### src/hdl/csr_sparse_matrix_engine_top_defines.svh
// Assertion macros shared by the sparse matrix engine RTL files.
// Define ASSERT_OFF to compile every assertion away.
`ifndef CSR_SPARSE_MATRIX_ENGINE_TOP_DEFINES_SVH
`define CSR_SPARSE_MATRIX_ENGINE_TOP_DEFINES_SVH
`ifndef ASSERT_OFF
`define ASSERT_CLK(label, clk, rst, prop) \
   label: assert property (@(posedge clk) disable iff (rst) prop) else $error("%m: label");
`define ASSERT_NEVER(label, clk, rst, expr) \
   label: assert property (@(posedge clk) disable iff (rst) !(expr)) else $error("%m: label");
`else
`define ASSERT_CLK(label, clk, rst, prop)
`define ASSERT_NEVER(label, clk, rst, expr)
`endif
`endif

### src/hdl/csme_mac.sv
// Shared multiply-accumulate unit: registered 32x32 product, saturating 64-bit sum.
// Depends on nothing but the assertion macro header.
`timescale 1ns / 1ps
`default_nettype none
`include "csr_sparse_matrix_engine_top_defines.svh"
module csme_mac #(
   parameter int VALUE_BITS = 32
) (
   input  wire logic                         clock,
   input  wire logic                         reset,
   input  wire logic                         clear,
   input  wire logic                         mul_en,
   input  wire logic                         acc_en,
   input  wire logic signed [VALUE_BITS-1:0] a,
   input  wire logic signed [VALUE_BITS-1:0] b,
   output logic signed [63:0]                acc
);
   logic signed [63:0] prod_ff, acc_ff, acc_in;
   logic signed [64:0] sum;
   always_comb begin
      sum = {acc_ff[63], acc_ff} + {prod_ff[63], prod_ff};
      if (sum[64] != sum[63]) begin
         acc_in = sum[64] ? {1'b1, 63'd0} : {1'b0, {63{1'b1}}};
      end else begin
         acc_in = sum[63:0];
      end
   end
   always_ff @(posedge clock) begin
      if (mul_en) begin
         prod_ff <= 64'(a * b);
      end
      if (reset || clear) begin
         acc_ff <= '0;
      end else if (acc_en) begin
         acc_ff <= acc_in;
      end
   end
   assign acc = acc_ff;
   `ASSERT_NEVER(a_no_clear_and_acc, clock, reset, clear && acc_en)
   `ASSERT_CLK(a_clear_zero, clock, reset, clear |=> acc_ff == 64'sd0)
   `ASSERT_CLK(a_hold, clock, reset, (!clear && !acc_en) |=> $stable(acc_ff))
endmodule
`default_nettype wire

### config.mk
export PLATFORM = sky130hd
export DESIGN_NAME = csme_mac
export DESIGN_NICKNAME = d
export VERILOG_FILES = /design/src/hdl/csme_mac.sv
export VERILOG_INCLUDE_DIRS = /design/src /design/src/hdl
export SDC_FILE = /design/constraint.sdc
export NUM_CORES = 2
export LEC_CHECK = 0
export BUFFER_PORTS_ARGS = -buffer_cell sky130_fd_sc_hd__buf_2
export CAP_MARGIN = 40
export CELL_PAD_IN_SITES_DETAIL_PLACEMENT = 1
export CELL_PAD_IN_SITES_GLOBAL_PLACEMENT = 2
export CORE_MARGIN = 5
export CORE_UTILIZATION = 43
export DETAILED_ROUTE_END_ITERATION = 16
export PLACE_DENSITY_LB_ADDON = 0.1
export SETUP_SLACK_MARGIN = 0.5
export SYNTH_ARGS = -nofsm -noshare
export SYNTH_HDL_FRONTEND = slang
export SYNTH_SLANG_ARGS = --single-unit
### constraint.sdc
create_clock -name clock -period 12.06 [get_ports clock]
set_input_delay 1.206 -clock clock [delete_from_list [all_inputs] [get_ports clock]]
set_output_delay 1.206 -clock clock [all_outputs]
set_load 0.01 [all_outputs]
==> summary by stage <==
CTS
The buffer count from post-CTS setup fixing is 0. The CTS tree is built. After clock tree synthesis, the clock-pin slew on the worst setup and hold paths is ~0.06 ns. The clock root buffer master is clkbuf_16. The total of hold buffers inserted after clock tree synthesis is 0.

For the worst-skew pair, the clock arrives at the later sink with an insertion delay of 0.45 ns. Clock tree synthesis inserted a total of 17 buffers. The buffer depth of the longest clock path is 2. The number of resized instances in the post-cts repair step is 0. The number of H-tree levels is 4. The number of clock sinks is around 130.

Placement
The total of buffers placed on input and output ports is 132. The HPWL after detailed placement is roughly 110000 um. The placer's final routability congestion estimate is 0.860.

Timing
Summed over all failing endpoints, the final setup total negative slack is 0 ns. The share of the cycle needed by the critical path after routing is 78.7%. The final critical path time including I/O delays and setup is 9.49 ns.

Setup violations remaining at the end of the flow were counted as 0. The count of final max-slew check failures is 0. The total count of hold-check failures in the final report is 0. Between clock sinks in the finished design, the worst skew comes to roughly 0.016 ns. For the pin with the worst max-slew slack, the measured transition is slightly above 0.9 ns. The achievable frequency is 0.105 GHz. Headroom to the max-slew limit came out at 38.0%. Setup repair after global routing left no endpoint under its margin.

Drt
The number of iterations in the first detailed-routing pass is 5. The total DRC errors in the routed layout is 0. The number of vias per cell is 5.25. Detailed routing inserted a total of 32400 vias. The detail route stage leaves a number of antenna-violating nets equal to 0. The total wire length after detailed routing is ~140000 um. Dividing the detail-routed wire length by the instance count gives 22.2 um. The number of design-rule violations left by the first detailed-router iteration is 1340.

Yosys
In the synthesized netlist the dominant register cell turns out to be edfxtp_1. The number of nets handed over by synthesis was roughly 6300. The netlist uses 81 different library cells. The total of warnings raised by yosys is 0.

The post-synthesis sequential area ratio is 7.12%. Synthesis inferred 128 register bits. The fraction of registers with async set/reset is 0%. The synthesized instance count is a little under 5000. The cell area after technology mapping is 45000 um2. The number of enable flip-flop cells after synthesis is 64.

The average cell area after synthesis is about 9.2 um2.

Global route
The number of antenna violations at the first check in global routing is 5. The met2 layer usage reported by global route is a little under half. The first global-routing pass estimated ~220000 um of wire. The pin count of the biggest net entering global routing is 73. The combined global-route utilization of all metal layers is 25.2%. The leftover overflow at the end of global routing is 0. The highest-utilization routing layer at the global route stage is met2. The met1 track demand over resource is 33.8%.

The global routing usage on met3 is 1.49%. The number of global-route vias before repair is roughly 37000.

Floorplan
After floorplanning, the core was divided into 118 placement rows. The die is around 330 um wide. The floorplan step defined a die boundary enclosing 111000 um2. In this run the count of I/O pins placed on the die edge is 133.

The die is 333 um tall. The floorplan step defined a core boundary enclosing 104000 um2. The starting utilization of the core area is 43.4%.

Worst setup path
By instance count, the cell type seen most on the critical path is fa_1. The end of the worst register-to-register path is acc[44]. The largest single stage delay on the critical path is 0.87 ns. The required time at the endpoint of the critical path is roughly 12 ns.

For this design, the slowest cell found on the critical path is fa_1. Setup slack on the worst reg-to-reg path comes out at approximately 7.4 ns. The critical path class is primary input to register. In this run the worst path has a maximum fanout of 32. The kind of start point of the critical path is a primary input. The worst reg2reg path startpoint is acc[0]. The critical path contains buffers and inverters numbering 8 combined. The family with the most delay on the worst path is adder cells. The arrival time reported for the critical path endpoint is roughly 9.8 ns. Measured in cells, the most critical reg-to-reg path has a length of 14.

The type of element capturing the critical path is a register.

Run
The number of max-capacitance violations reported is 0.

Layout
From synthesis to final layout, the design area changed by 4.74%. After the last flow step, the layout net total stands at 6176. The layout has roughly 12000 filler cells. The register area is approximately 3200 um2. In the final layout, the multi-input gates occupy 36800 um2. The proportion of layout cells with a drive suffix above 1 is 5.28%.

Run status
The flow ran to the end, and the final reports show no timing, DRC or antenna violations.

Min path
The capture endpoint of the worst hold path is acc[59]. In this run the worst hold path is classified as register to register. The startpoint identified for the worst hold timing path is acc[59].

Along the worst hold path, the cell count comes to 2.
-- synth_stat cells, types with 12 or more instances --
master,n,area share [%]
a211oi_1,12,0.20
a21o_1,65,1.1
a21oi_1,206,2.3
a31oi_1,23,0.32
and2_1,502,7.0
and3_1,18,0.25
buf_2,18,0.20
clkbuf_1,240,2.0
dfxtp_1,64,2.8
edfxtp_1,64,4.3
fa_1,1083,48
ha_1,248,6.9
inv_1,1056,8.8
maj3_2,50,1.3
nand2_1,597,5.0
nand2b_1,23,0.32
nand3_1,37,0.41
nand4_1,20,0.28
nor2_1,80,0.67
nor3_1,17,0.19
o21a_1,12,0.20
o21ai_0,135,1.5
o21bai_1,27,0.45
xnor2_1,87,1.7
xor2_1,39,0.76
-- cells in the final DEF, fill, tap and decap left out, drive strengths merged, types with 40 or more instances in the layout --
master	netlist	routed
nor2	80	80
fa	1083	1083
nand2	597	597
o21ai	137	137
and2	502	502
a21oi	207	207
xor2	40	40
maj3	52	52
ha	248	248
inv	1057	1060
a21o	65	65
xnor2	88	88
buf	27	148
dfxtp	64	64
edfxtp	64	64
-- layer usage --
layer  part of all wire, %  wire (um)  vias up
met4                   1.7       2330        0
met1                    43      59700    17400
li1                      -          -    14400
met3                   2.4       3320      113
met5                     0          0        -
met2                    52      72000      449
-- cell type report --
| class | count | share of cell area, % |
|---|---|---|
| multi-input combinational | 3424 | 78.0 |
| timing repair buffer | 148 | 1.72 |
| tap | 1380 | 3.66 |
| inverter | 1057 | 8.42 |
| clock inverter | 12 | 0.441 |
| clock buffer | 19 | 0.919 |
| antenna | 4 | 0.0212 |
| sequential | 128 | 6.80 |
-- flip-flops by register name (all words and copies together) (netlist names) --
| signal | cells |
|---|---|
| acc | 64 |
| prod_ff | 64 |
-- tightest hold or removal path: stages (launching register included) --
cell	delay, ns
dfxtp_1	0.34
nor2_1	0.10
a311oi_1	0.05
-- stage by stage --
step	hold WS (ns)	setup WS, ns	area [um2]	cells	util (%)
after floorplan	0.512	3.31	45000	4876	-
after global placement	0.512	2.22	46400	6135	44.7
after detailed placement	0.524	2.07	46500	6137	44.8
after CTS	0.542	2.54	47100	6168	45.4
after global routing	0.553	2.06	47100	6170	45.4
final	0.537	2.57	47100	6172	45.4
-- worst max path at each step --
stage / startpoint / endpoint / cells after the start
floorplan: a[31] / prod_ff[60] / 29
global placement: b[5] / prod_ff[60] / 29
detailed placement: b[5] / prod_ff[60] / 29
CTS: b[5] / prod_ff[60] / 29
global route: b[5] / prod_ff[60] / 29
finish: b[5] / prod_ff[60] / 29
-- cells by family (layout without fill, tap and decap cells) --
logic type                 Yosys count  in the layout  share of synthesized area [%]
other                                0              4                              0
buffers and inverters             1324           1236                           11.2
muxes                                3              3                         0.0695
and+or+nand+nor                   1344           1344                           14.9
AOI/OAI and AO/OA                  566            566                           7.77
xor gates and xnor gates           128            128                           2.57
adders and majority gates         1383           1383                           56.4
DFF                                128            128                           7.12
Power is left out: the tool's default activity adds up to more than one toggle a clock period on the data nets, which glitch-free logic cannot reach.
